File: src/sv/sofr_pkg.sv
// ----------------------------------------------------------------------------
// sofr_pkg
// Shared types and constants for the start/end delimited frame receiver.
// ----------------------------------------------------------------------------
package sofr_pkg;

    // payload buffer geometry
    localparam int BUFFER_DEPTH = 64;
    localparam int ADDR_W       = $clog2(BUFFER_DEPTH);
    localparam int CNT_W        = ADDR_W + 1;

    // fixed field widths
    localparam int BYTE_W = 8;
    localparam int MAXP_W = 7;
    localparam int POS_W  = 6;
    localparam int LEN_W  = 7;
    localparam int IDX_W  = 2;
    localparam int CMP_W  = (CNT_W > MAXP_W) ? CNT_W : MAXP_W;

    // register reset values
    localparam logic [BYTE_W-1:0] START_BYTE_RST  = 8'd126;
    localparam logic [BYTE_W-1:0] END_BYTE_RST    = 8'd125;
    localparam logic [MAXP_W-1:0] MAX_PAYLOAD_RST = 7'd62;

    // configuration register indexes
    typedef enum logic [IDX_W-1:0] {
        REG_START_BYTE  = 2'd0,
        REG_END_BYTE    = 2'd1,
        REG_MAX_PAYLOAD = 2'd2
    } reg_index_t;

    // controller states
    typedef enum logic [1:0] {
        ST_IDLE,
        ST_BUFFER,
        ST_EMIT
    } state_t;

    // controller to datapath commands
    typedef struct packed {
        logic store;       // write received word into buffer, bump count
        logic clear_fill;  // empty the payload
        logic rd_start;    // point readout at first entry
        logic rd_advance;  // step readout to next entry
    } ctrl_cmd_t;

    // datapath to controller status
    typedef struct packed {
        logic is_start;
        logic is_end;
        logic at_limit;
        logic fill_zero;
        logic rd_last;
    } dp_status_t;

endpackage

File: src/sv/sofr_ctrl.sv
// ----------------------------------------------------------------------------
// sofr_ctrl
// Frame state machine: idle, buffering and readout of a completed frame.
// ----------------------------------------------------------------------------
module sofr_ctrl (
    input  logic                aclk,
    input  logic                aresetn,
    input  logic                s_valid,
    output logic                s_ready,
    output logic                m_valid,
    input  logic                m_ready,
    input  sofr_pkg::dp_status_t status,
    output sofr_pkg::ctrl_cmd_t  cmd
);
    import sofr_pkg::*;

    state_t state_reg;
    state_t state_next;
    logic   in_fire;
    logic   out_fire;

    assign in_fire  = s_valid && s_ready;
    assign out_fire = m_valid && m_ready;

    // state register
    always_ff @(posedge aclk) begin
        if (!aresetn) begin
            state_reg <= ST_IDLE;
        end else begin
            state_reg <= state_next;
        end
    end

    // next state
    always_comb begin
        state_next = state_reg;
        case (state_reg)
            ST_IDLE: begin
                if (in_fire && status.is_start) begin
                    state_next = ST_BUFFER;
                end
            end
            ST_BUFFER: begin
                if (in_fire && !status.is_start) begin
                    if (status.is_end) begin
                        state_next = status.fill_zero ? ST_IDLE : ST_EMIT;
                    end else if (status.at_limit) begin
                        state_next = ST_IDLE;
                    end
                end
            end
            ST_EMIT: begin
                if (out_fire && status.rd_last) begin
                    state_next = ST_IDLE;
                end
            end
            default: state_next = ST_IDLE;
        endcase
    end

    // outputs and datapath commands
    always_comb begin
        s_ready = 1'b0;
        m_valid = 1'b0;
        cmd     = '0;
        case (state_reg)
            ST_IDLE: begin
                s_ready = 1'b1;
                if (in_fire && status.is_start) begin
                    cmd.clear_fill = 1'b1;
                end
            end
            ST_BUFFER: begin
                s_ready = 1'b1;
                if (in_fire) begin
                    if (status.is_start) begin
                        cmd.clear_fill = 1'b1;
                    end else if (status.is_end) begin
                        cmd.rd_start = 1'b1;
                    end else if (status.at_limit) begin
                        cmd.clear_fill = 1'b1;
                    end else begin
                        cmd.store = 1'b1;
                    end
                end
            end
            ST_EMIT: begin
                m_valid = 1'b1;
                if (out_fire) begin
                    if (status.rd_last) begin
                        cmd.clear_fill = 1'b1;
                    end else begin
                        cmd.rd_advance = 1'b1;
                    end
                end
            end
            default: begin
                s_ready = 1'b0;
            end
        endcase
    end

endmodule

File: src/sv/sofr_dp.sv
// ----------------------------------------------------------------------------
// sofr_dp
// Datapath: configuration registers, payload buffer, fill count and readout.
// ----------------------------------------------------------------------------
module sofr_dp (
    input  logic                                aclk,
    input  logic                                aresetn,
    input  logic                                cfg_we,
    input  logic [sofr_pkg::IDX_W-1:0]          cfg_index,
    input  logic [sofr_pkg::BYTE_W-1:0]         cfg_wdata,
    input  logic [sofr_pkg::BYTE_W-1:0]         s_rx_byte,
    input  sofr_pkg::ctrl_cmd_t                 cmd,
    output sofr_pkg::dp_status_t                status,
    output logic [sofr_pkg::BYTE_W-1:0]         m_payload_byte,
    output logic [sofr_pkg::POS_W-1:0]          m_byte_position,
    output logic [sofr_pkg::LEN_W-1:0]          m_payload_length,
    output logic                                m_last_byte
);
    import sofr_pkg::*;

    logic [BYTE_W-1:0] start_byte_reg;
    logic [BYTE_W-1:0] end_byte_reg;
    logic [MAXP_W-1:0] max_payload_reg;
    logic [CNT_W-1:0]  fill_count_reg;
    logic [CNT_W-1:0]  fill_count_next;
    logic [ADDR_W-1:0] rd_addr_reg;
    logic [ADDR_W-1:0] rd_addr_next;
    logic [BYTE_W-1:0] rd_data_reg;
    logic [BYTE_W-1:0] payload_mem [BUFFER_DEPTH];

    // configuration registers
    always_ff @(posedge aclk) begin
        if (!aresetn) begin
            start_byte_reg  <= START_BYTE_RST;
            end_byte_reg    <= END_BYTE_RST;
            max_payload_reg <= MAX_PAYLOAD_RST;
        end else if (cfg_we) begin
            case (reg_index_t'(cfg_index))
                REG_START_BYTE:  start_byte_reg  <= cfg_wdata;
                REG_END_BYTE:    end_byte_reg    <= cfg_wdata;
                REG_MAX_PAYLOAD: max_payload_reg <= cfg_wdata[MAXP_W-1:0];
                default:         start_byte_reg  <= start_byte_reg;
            endcase
        end
    end

    // fill count
    always_comb begin
        fill_count_next = fill_count_reg;
        if (cmd.clear_fill) begin
            fill_count_next = '0;
        end else if (cmd.store) begin
            fill_count_next = fill_count_reg + CNT_W'(1);
        end
    end

    always_ff @(posedge aclk) begin
        if (!aresetn) begin
            fill_count_reg <= '0;
        end else begin
            fill_count_reg <= fill_count_next;
        end
    end

    // readout address
    always_comb begin
        rd_addr_next = rd_addr_reg;
        if (cmd.rd_start) begin
            rd_addr_next = '0;
        end else if (cmd.rd_advance) begin
            rd_addr_next = rd_addr_reg + ADDR_W'(1);
        end
    end

    always_ff @(posedge aclk) begin
        if (!aresetn) begin
            rd_addr_reg <= '0;
        end else begin
            rd_addr_reg <= rd_addr_next;
        end
    end

    // payload buffer, one write and one registered read
    always_ff @(posedge aclk) begin
        if (cmd.store) begin
            payload_mem[fill_count_reg[ADDR_W-1:0]] <= s_rx_byte;
        end
        rd_data_reg <= payload_mem[rd_addr_next];
    end

    // status toward the controller
    always_comb begin
        status.is_start  = (s_rx_byte == start_byte_reg);
        status.is_end    = (s_rx_byte == end_byte_reg);
        status.at_limit  = (CMP_W'(fill_count_reg) >= CMP_W'(max_payload_reg))
                        || (fill_count_reg >= CNT_W'(BUFFER_DEPTH));
        status.fill_zero = (fill_count_reg == '0);
        status.rd_last   = ((CNT_W'(rd_addr_reg) + CNT_W'(1)) == fill_count_reg);
    end

    // result word
    assign m_payload_byte   = rd_data_reg;
    assign m_byte_position  = POS_W'(rd_addr_reg);
    assign m_payload_length = LEN_W'(fill_count_reg);
    assign m_last_byte      = status.rd_last;

endmodule

File: src/sv/sof_eof_frame_receiver_top.sv
// ----------------------------------------------------------------------------
// sof_eof_frame_receiver_top
// Receives a byte stream and delivers the payload of start/end framed frames.
// ----------------------------------------------------------------------------
// Input channel (s_valid/s_ready/s_rx_byte) takes one received word per
// cycle while the block is idle or buffering a frame. Payload words go into
// a 64-entry buffer; an end word closes the frame and starts readout.
// Result channel (m_valid/m_ready) then delivers one word per payload byte
// with its position, the frame length and a last flag on the final word.
// During readout s_ready is low; result words come from the buffer's
// registered read port, a new one after each accepted word, and a stalled
// receiver holds the current result. The first result follows in the
// cycle after the end word, and input stays blocked until the frame's
// last word is accepted. Empty or overlength frames give no result and
// input continues. The cfg port writes start word, end word and payload
// limit by index (0, 1, 2); the user must write them only while the block
// is idle, which the block leaves unchecked. Synchronous active low reset
// restores idle, an empty payload and default registers, not buffer data.
// ----------------------------------------------------------------------------
module sof_eof_frame_receiver_top (
    input  logic                                aclk,
    input  logic                                aresetn,
    input  logic                                cfg_we,
    input  logic [sofr_pkg::IDX_W-1:0]          cfg_index,
    input  logic [sofr_pkg::BYTE_W-1:0]         cfg_wdata,
    input  logic                                s_valid,
    output logic                                s_ready,
    input  logic [sofr_pkg::BYTE_W-1:0]         s_rx_byte,
    output logic                                m_valid,
    input  logic                                m_ready,
    output logic [sofr_pkg::BYTE_W-1:0]         m_payload_byte,
    output logic [sofr_pkg::POS_W-1:0]          m_byte_position,
    output logic [sofr_pkg::LEN_W-1:0]          m_payload_length,
    output logic                                m_last_byte
);
    import sofr_pkg::*;

    ctrl_cmd_t  cmd;
    dp_status_t status;

    // frame state machine
    sofr_ctrl u_ctrl (
        .aclk    (aclk),
        .aresetn (aresetn),
        .s_valid (s_valid),
        .s_ready (s_ready),
        .m_valid (m_valid),
        .m_ready (m_ready),
        .status  (status),
        .cmd     (cmd)
    );

    // buffer and registers
    sofr_dp u_dp (
        .aclk             (aclk),
        .aresetn          (aresetn),
        .cfg_we           (cfg_we),
        .cfg_index        (cfg_index),
        .cfg_wdata        (cfg_wdata),
        .s_rx_byte        (s_rx_byte),
        .cmd              (cmd),
        .status           (status),
        .m_payload_byte   (m_payload_byte),
        .m_byte_position  (m_byte_position),
        .m_payload_length (m_payload_length),
        .m_last_byte      (m_last_byte)
    );

endmodule

File: config.mk
export PLATFORM = sky130hd
export DESIGN_NAME = sof_eof_frame_receiver_top
export DESIGN_NICKNAME = d
export VERILOG_FILES = /design/src/sv/sofr_pkg.sv /design/src/sv/sofr_ctrl.sv /design/src/sv/sofr_dp.sv /design/src/sv/sof_eof_frame_receiver_top.sv
export SDC_FILE = /design/constraint.sdc
export NUM_CORES = 1
export LEC_CHECK = 0
export BUFFER_PORTS_ARGS = -buffer_cell sky130_fd_sc_hd__buf_2
export CAP_MARGIN = 20
export CORE_ASPECT_RATIO = 1.75
export CORE_MARGIN = 2
export CORE_UTILIZATION = 40
export CTS_BUF_LIST = sky130_fd_sc_hd__clkbuf_8
export CTS_CLUSTER_DIAMETER = 60
export DETAILED_ROUTE_END_ITERATION = 7
export HOLD_SLACK_MARGIN = 0.1
export PLACE_DENSITY = 0.53
export SYNTH_ARGS = -nofsm -noshare
export SYNTH_HDL_FRONTEND = slang
export SYNTH_HIERARCHICAL = 1
export SYNTH_SLANG_ARGS = --single-unit
File: constraint.sdc
create_clock -name aclk -period 10 [get_ports aclk]
set_clock_uncertainty 0.2 [all_clocks]
set_input_delay 2.5 -clock aclk [delete_from_list [all_inputs] [get_ports aclk]]
set_output_delay 2.5 -clock aclk [all_outputs]
set_load 0.01 [all_outputs]
==> metrics, run 1 <==
Post-Layout Cell Count=about 2400; RSZ-0062 raised after global routing=no; Routed WL=66000 um; CP Capture Point=u_dp/m_payload_byte[4]$_DFF_P_; TritonCTS sink count=about 560; power per cell area=169 nW/um^2; P_int=3.40 mW; post-synthesis cell count=roughly 1500; status=complete, no violations; global-route wire length before repair=95200 um; WL/cell=27.5 um; DRC errors left=0; area leader, netlist=edfxtp_1; Die Height=320 um; FP Rows=116; Setup CP Type=in2reg; Placed Cells=2259; sequential area share after synthesis=71.2%; Net Sw Frac=21.3%; worst hold path type=reg2reg; largest net degree at the start of global routing=57; Critical Path RT=10360 ps; fin crit period=6990 ps; Max clock buf depth=3; I/O Buffers=46; Synth Flop Type=edfxtp_1; Tot GR Track Use=22.6%; Area contributors post-synth=edfxtp_1 (67%), mux4_2 (7.1%), dfxtp_1 (4.0%); Comb pwr share=1.6%; Yosys cell types=65; Mapped Area=22900 sq um; Net Sw Power=0.916 mW; clk_lat worst skew=660 ps; Rel. slew slack=24.9%; vias in the first global route=14000; # nets final=approximately 1600; Resized Gates After CTS=0; post-route ant nets=0; CP Capture Type=register; I/O Pins=47; FF-to-FF Start=u_dp/m_byte_position[1]$_SDFF_PN0_; post-synthesis register bit count=about 560; htree depth=3; routed vias/inst=5.64; most common cell in the synthesized netlist=edfxtp_1; layout cells sized above 1=16.9%; Fin Setup TNS=0 ps; Final Hold Vio Count=0; die area=59200 sq um; Synth async-reset ratio=0%; clock slew at reported path FFs=70 ps; post-route clock period utilization=69.9%; Fmax achieved=143 MHz; crit path DAT=about 7400 ps; count of pins over their slew limit=0; Synth top cells by count=edfxtp_1 (512), nand2_1 (210), nor2_1 (101), mux4_2 (72), nand3_1 (70); number of synthesized flops with an enable pin=512; critical path fanouts, max=43; Yosys Warn Count=6; Max-Cap Viols=0; share of the synthesized area in the top cell type=67.2%; Initial DRT Pass Iterations=5; Die Wd=185 um; Post-Syn Area per Cell=about 15 sq um; Filler cells=5209; clk root buf=clkbuf_8; Seq pwr share=59.1%; maximum vdd drop=0.000116 V; Final setup violation count=0; hold_buf cts=0; CTS tree=yes; Worst-Margin Slew=1120 ps; area grow syn2layout=11.2%; gr ovfl total=0; Leak=8.43 nW; total power=4.31 mW; crit path launch type=input port; number of flip-flops under the largest register name=512; antenna violations before repair=1; Syn Nets=approximately 1500; clock share of power=39.3%; R2R setup slack=between 3000 and 4000 ps; Vias=roughly 14000; hpwl dp=43500 um; Post-CTS Setup Bufs=0; core area=56900 sq um; Num CTS Buffers=79; Critical path origin=s_rx_byte[2]; starting density of the core=between 40% and 50%; worst reg-to-reg path cell count=15; Worst R2R End=u_dp/m_payload_byte[3]$_DFF_P_; drt initial violations=approximately 1100; GP Congestion=0.883
-- logic make-up after synthesis --
| kind of cell | Yosys count | share of synthesized area, % |
|---|---|---|
| flip-flops | 558 | 71.2 |
| XOR/XNOR | 37 | 1.50 |
| buffers and inverters | 104 | 2.17 |
| multiplexers | 118 | 9.13 |
| adder cells (fa/ha/maj) | 10 | 0.547 |
| AND/OR/NAND/NOR | 457 | 8.86 |
| AO/OA/AOI/OAI | 214 | 6.60 |
-- metrics by stage --
step | util [%] | setup slack (ps) | area, sq um | hold slack, ps
floorplan | - | 4840 | 22900 | 256
global placement | 42.1 | 2160 | 24000 | 275
detailed placement | 42.2 | 2150 | 24000 | 277
CTS | 44.7 | 2860 | 25400 | 288
global route | 44.7 | 2770 | 25500 | 304
finish | 44.7 | 3010 | 25500 | 285
-- how the worst min path moves through the flow --
stage / cells after the start / from / end
after floorplan: 2 / u_dp/end_byte_reg[1]$_SDFFE_PN0P_ / u_dp/end_byte_reg[1]$_SDFFE_PN0P_
after global placement: 2 / u_dp/end_byte_reg[6]$_SDFFE_PN1P_ / u_dp/end_byte_reg[6]$_SDFFE_PN1P_
after detailed placement: 2 / u_dp/end_byte_reg[6]$_SDFFE_PN1P_ / u_dp/end_byte_reg[6]$_SDFFE_PN1P_
after CTS: 2 / u_dp/end_byte_reg[6]$_SDFFE_PN1P_ / u_dp/end_byte_reg[6]$_SDFFE_PN1P_
after global routing: 2 / u_dp/end_byte_reg[4]$_SDFFE_PN1P_ / u_dp/end_byte_reg[4]$_SDFFE_PN1P_
final: 2 / u_dp/end_byte_reg[6]$_SDFFE_PN1P_ / u_dp/end_byte_reg[6]$_SDFFE_PN1P_
-- power by group through the flow --
| stage | registers (mW) | logic (mW) | clock network (mW) |
|---|---|---|---|
| floorplan | 2.60 | 0.0160 | 0 |
| global placement | 2.60 | 0.0689 | 0 |
| detailed placement | 2.60 | 0.0708 | 0 |
| CTS | 2.55 | 0.0707 | 1.73 |
| global route | 2.55 | 0.0753 | 1.82 |
| finish | 2.55 | 0.0693 | 1.69 |
-- final cells by class --
| cell class | instances | area [sq um] | share of cell area [%] |
|---|---|---|---|
| inverters | 17 | 63.8 | 0.251 |
| well taps | 767 | 960 | 3.77 |
| flip-flops and latches | 558 | 16300 | 64.0 |
| clock inverters | 55 | 283 | 1.11 |
| diodes | 1 | 2.50 | 0.00983 |
| clock buffers | 85 | 1170 | 4.60 |
| repair buffers | 82 | 542 | 2.13 |
| multi-input cells | 836 | 6140 | 24.1 |
-- placed cells by master, fill, tap and decap left out, types with 10 or more instances in the layout --
cell type | Yosys | final
edfxtp_1 | 512 | 512
nand2_1 | 210 | 210
nor2_1 | 101 | 97
clkbuf_8 | 0 | 85
mux4_2 | 72 | 72
nand3_1 | 70 | 70
a21oi_1 | 52 | 52
inv_1 | 17 | 46
buf_2 | 18 | 46
dfxtp_1 | 46 | 46
mux2i_1 | 40 | 39
buf_4 | 12 | 32
xnor2_1 | 28 | 27
o21ai_0 | 21 | 20
a211oi_1 | 15 | 15
clkinv_1 | 0 | 14
a31oi_1 | 13 | 13
a22oi_1 | 12 | 12
nand4_1 | 11 | 11
a32oi_1 | 11 | 11
nor2b_1 | 10 | 10
and2_1 | 10 | 10
ha_1 | 10 | 10
-- per-layer routing --
| layer | vias up | GRT usage (%) | part of all wire [%] |
|---|---|---|---|
| li1 | 5933 | - | - |
| met1 | 7012 | 26.0 | 37 |
| met2 | 472 | 39.9 | 53 |
| met3 | 127 | 3.26 | 4.9 |
| met4 | 0 | 12.9 | 5.9 |
| met5 | - | 0 | 0 |
-- worst max-delay path: stages --
cell,delay [ps]
buf_2,530
xnor2_1,190
nand4_1,120
nor2_1,240
inv_1,140
nor2_4,110
buf_4,440
or2_4,850
buf_4,470
mux4_2,560
o2111ai_1,640
a32oi_1,240
a21o_1,220
No activity file was read; power rests on OpenSTA's default activity.
==> run 2: changes to the inputs <==
--- a/config.mk
+++ b/config.mk
@@ -5,6 +5,7 @@
 export SDC_FILE = /design/constraint.sdc
 export NUM_CORES = 1
 export LEC_CHECK = 0
+export ABC_AREA = 1
 export BUFFER_PORTS_ARGS = -buffer_cell sky130_fd_sc_hd__buf_2
 export CAP_MARGIN = 20
 export CORE_ASPECT_RATIO = 1.75
@@ -14,7 +15,7 @@
 export CTS_CLUSTER_DIAMETER = 60
 export DETAILED_ROUTE_END_ITERATION = 7
 export HOLD_SLACK_MARGIN = 0.1
-export PLACE_DENSITY = 0.53
+export PLACE_DENSITY = 0.55
 export SYNTH_ARGS = -nofsm -noshare
 export SYNTH_HDL_FRONTEND = slang
 export SYNTH_HIERARCHICAL = 1
==> constraint.sdc (replaced) <==
create_clock -name aclk -period 5.8 [get_ports aclk]
set_clock_uncertainty 0.2 [all_clocks]
set_input_delay 1.45 -clock aclk [delete_from_list [all_inputs] [get_ports aclk]]
set_output_delay 1.45 -clock aclk [all_outputs]
set_load 0.01 [all_outputs]
==> run 2 against run 1 <==
Effect of this change:
- final area grew 12%
- sequential power grew 73%
- first-iteration DRC count is 52% higher
- total power is 77% higher
- utilization down 0.47 points
- combinational power grew 110%
- register-to-register slack got worse by 3100 ps
- die area increased by 13%
==> metrics, run 2 <==
status=complete, no violations; Post-DP Area=26800 sq um; die area=66800 sq um; clk root buf=clkbuf_8; drt initial violations=about 1700; number of synthesized flops with an enable pin=512; CTS tree=yes; routed vias/inst=5.43; GP Congestion=0.936; WHS=274 ps; WL/cell=22.2 um; fin area=28400 sq um; Resized Gates After CTS=0; global-route wire length before repair=116000 um; core area=64200 sq um; largest net degree at the start of global routing=roughly 180; Placed Cells=3348; worst hold path type=reg2reg; Initial DRT Pass Iterations=7; Worst-Margin Slew=approximately 1100 ps; Yosys Warn Count=6; Setup CP Type=reg2reg; # nets final=2651; CP peak stage delay=600 ps; gr ovfl total=0; share of the synthesized area in the top cell type=about three fifths; Tot GR Track Use=23.4%; Die Height=340 um; antenna violations before repair=2; commonest non-fill, non-tap cells in the layout=inv_1 (570), nand3_1 (517), edfxtp_1 (512); Leak=about 12 nW; maximum vdd drop=around 0.00021 V; clk_lat worst skew=about 660 ps; DRC errors left=0; Synth top cells by count=inv_1 (551), nand3_1 (518), edfxtp_1 (512), nand2_1 (343), nand4_1 (254); I/O Buffers=46; post-synthesis cell count=roughly 2600; Synth Flop Type=edfxtp_1; commonest non-fill, non-tap cell in the layout=inv_1; vias in the first global route=18800; htree depth=3; post-route ant nets=0; Post-Layout Cell Count=around 3500; most used cell, CP=nand3_1; TritonCTS sink count=between 500 and 600; starting density of the core=40.3%; Final setup violation count=0; CP Capture Type=register; power per cell area=approximately 270 nW/um^2; Vias=19000; Die Wd=196 um; crit path launch type=register; Slowest cell on crit path=dfxtp_1; fin crit period=between 5000 and 6000 ps; clock slew at reported path FFs=around 80 ps; Post-Syn Area per Cell=~10 sq um; Rel. slew slack=24.5%; critical path's top delay family=simple AND/OR/NAND/NOR gates; Critical Path RT=roughly 6200 ps; Area contributors post-synth=edfxtp_1 (59%), nand3_1 (10%), inv_1 (8.0%); crit path DAT=about 5500 ps; area leader, netlist=edfxtp_1; Syn Nets=2637; count of pins over their slew limit=0; Fmax achieved=between 150 and 200 MHz; layout cells sized above 1=under 10%; Final Hold Vio Count=0; Fin Setup TNS=0 ps; Buf+Inv Stages, Crit Path=5; Synth async-reset ratio=0%; Num CTS Buffers=80; critical path fanouts, max=75; Post-CTS Setup Bufs=0; sequential area share after synthesis=approximately 63%; RSZ-0062 raised after global routing=no; total power=7.64 mW; most common cell in the synthesized netlist=inv_1; Mapped Area=roughly 26000 sq um; hold_buf cts=0; crit path cell chain=ha_1 -> nand3_1 -> nor2_1 -> inv_1 -> nand3_1 -> o21ai_0 -> a21oi_1 -> nand4_1 -> a21oi_1 -> nor4_2 -> buf_4 -> inv_2 -> nand2_8 -> nand3_4 -> buf_12 -> buf_4 -> nand2_1 -> nand3_1 -> nand3_1 -> nand3_1 -> nand3_1 -> nand3_1 -> nand2_1; hpwl dp=47700 um; post-route clock period utilization=88.2%; FP Rows=123; post-synthesis register bit count=558; Routed WL=77800 um; I/O Pins=47; number of flip-flops under the largest register name=512; Yosys cell types=39; area grow syn2layout=9.90%; Max-Cap Viols=0; Max clock buf depth=3
==> run 2: changes by cell type after synthesis, sizes merged, moves of 72 or more <==
cell / before / now
inv: 17 / 557
buf: 37 / 155
mux4: 72 / 0
nand2: 210 / 346
nand3: 70 / 522
nand4: 11 / 254
==> run 2: final timing paths <==
check                                                           from                              endpoint  slack, ps  depth (start not counted)
worst max-delay path              u_dp/m_byte_position[0]$_SDFF_PN0_        u_dp/m_payload_byte[0]$_DFF_P_        680                         23
worst min-delay path            u_dp/max_payload_reg[0]$_SDFFE_PN0P_  u_dp/max_payload_reg[0]$_SDFFE_PN0P_        270                          2
worst max register to register    u_dp/m_byte_position[0]$_SDFF_PN0_        u_dp/m_payload_byte[0]$_DFF_P_        680                         23
worst min register to register  u_dp/max_payload_reg[0]$_SDFFE_PN0P_  u_dp/max_payload_reg[0]$_SDFFE_PN0P_        270                          2
==> run 2: kinds of logic (layout without fill, tap and decap cells) <==
| group | after synthesis | count (layout) | share of synthesized area, % |
|---|---|---|---|
| AO/OA/AOI/OAI | 43 | 43 | 0.997 |
| AND/OR/NAND/NOR | 1241 | 1241 | 23.4 |
| other | 0 | 2 | 0 |
| flip-flops | 558 | 558 | 63.0 |
| XOR/XNOR | 19 | 19 | 0.644 |
| adder cells (fa/ha/maj) | 10 | 10 | 0.484 |
| buffers and inverters | 733 | 814 | 11.5 |
==> run 2: worst min-delay path: cells and delay by family, from the launching register on <==
kind / cells / cell delay [ps]
AND/OR/NAND/NOR: 1 / 60
flip-flops: 1 / 310
AO/OA/AOI/OAI: 1 / 50
==> run 2: metrics by stage <==
step	util [%]	worst slack [ps]
after floorplan	-	1750
after global placement	41.8	711
after detailed placement	41.8	656
after CTS	44.3	661
after global routing	44.3	215
final	44.3	682
==> run 2: layer usage <==
| metal | track usage (%) | share of wire, % |
|---|---|---|
| met5 | 0 | 0 |
| met4 | 15.7 | 7.3 |
| met3 | 3.10 | 5.1 |
| met2 | 41.7 | 51 |
| met1 | 25.8 | 36 |
==> run 2: cell type report <==
type | count | area (sq um)
Inverter | 561 | 2110
Tap cell | 812 | 1020
Antenna cell | 2 | 5.00
Timing Repair Buffer | 104 | 778
Clock buffer | 83 | 1140
Fill cell | 5992 | 35800
Multi-Input combinational cell | 1313 | 6650
Sequential cell | 558 | 16300
Clock inverter | 66 | 423
==> run 2: power by group <==
group          internal, mW  total, mW  switching [mW]  leakage, nW
sequential             4.39       4.40         0.00487         4.98
clock                  1.53       3.10            1.57        0.855
combinational        0.0272      0.144           0.117         6.10
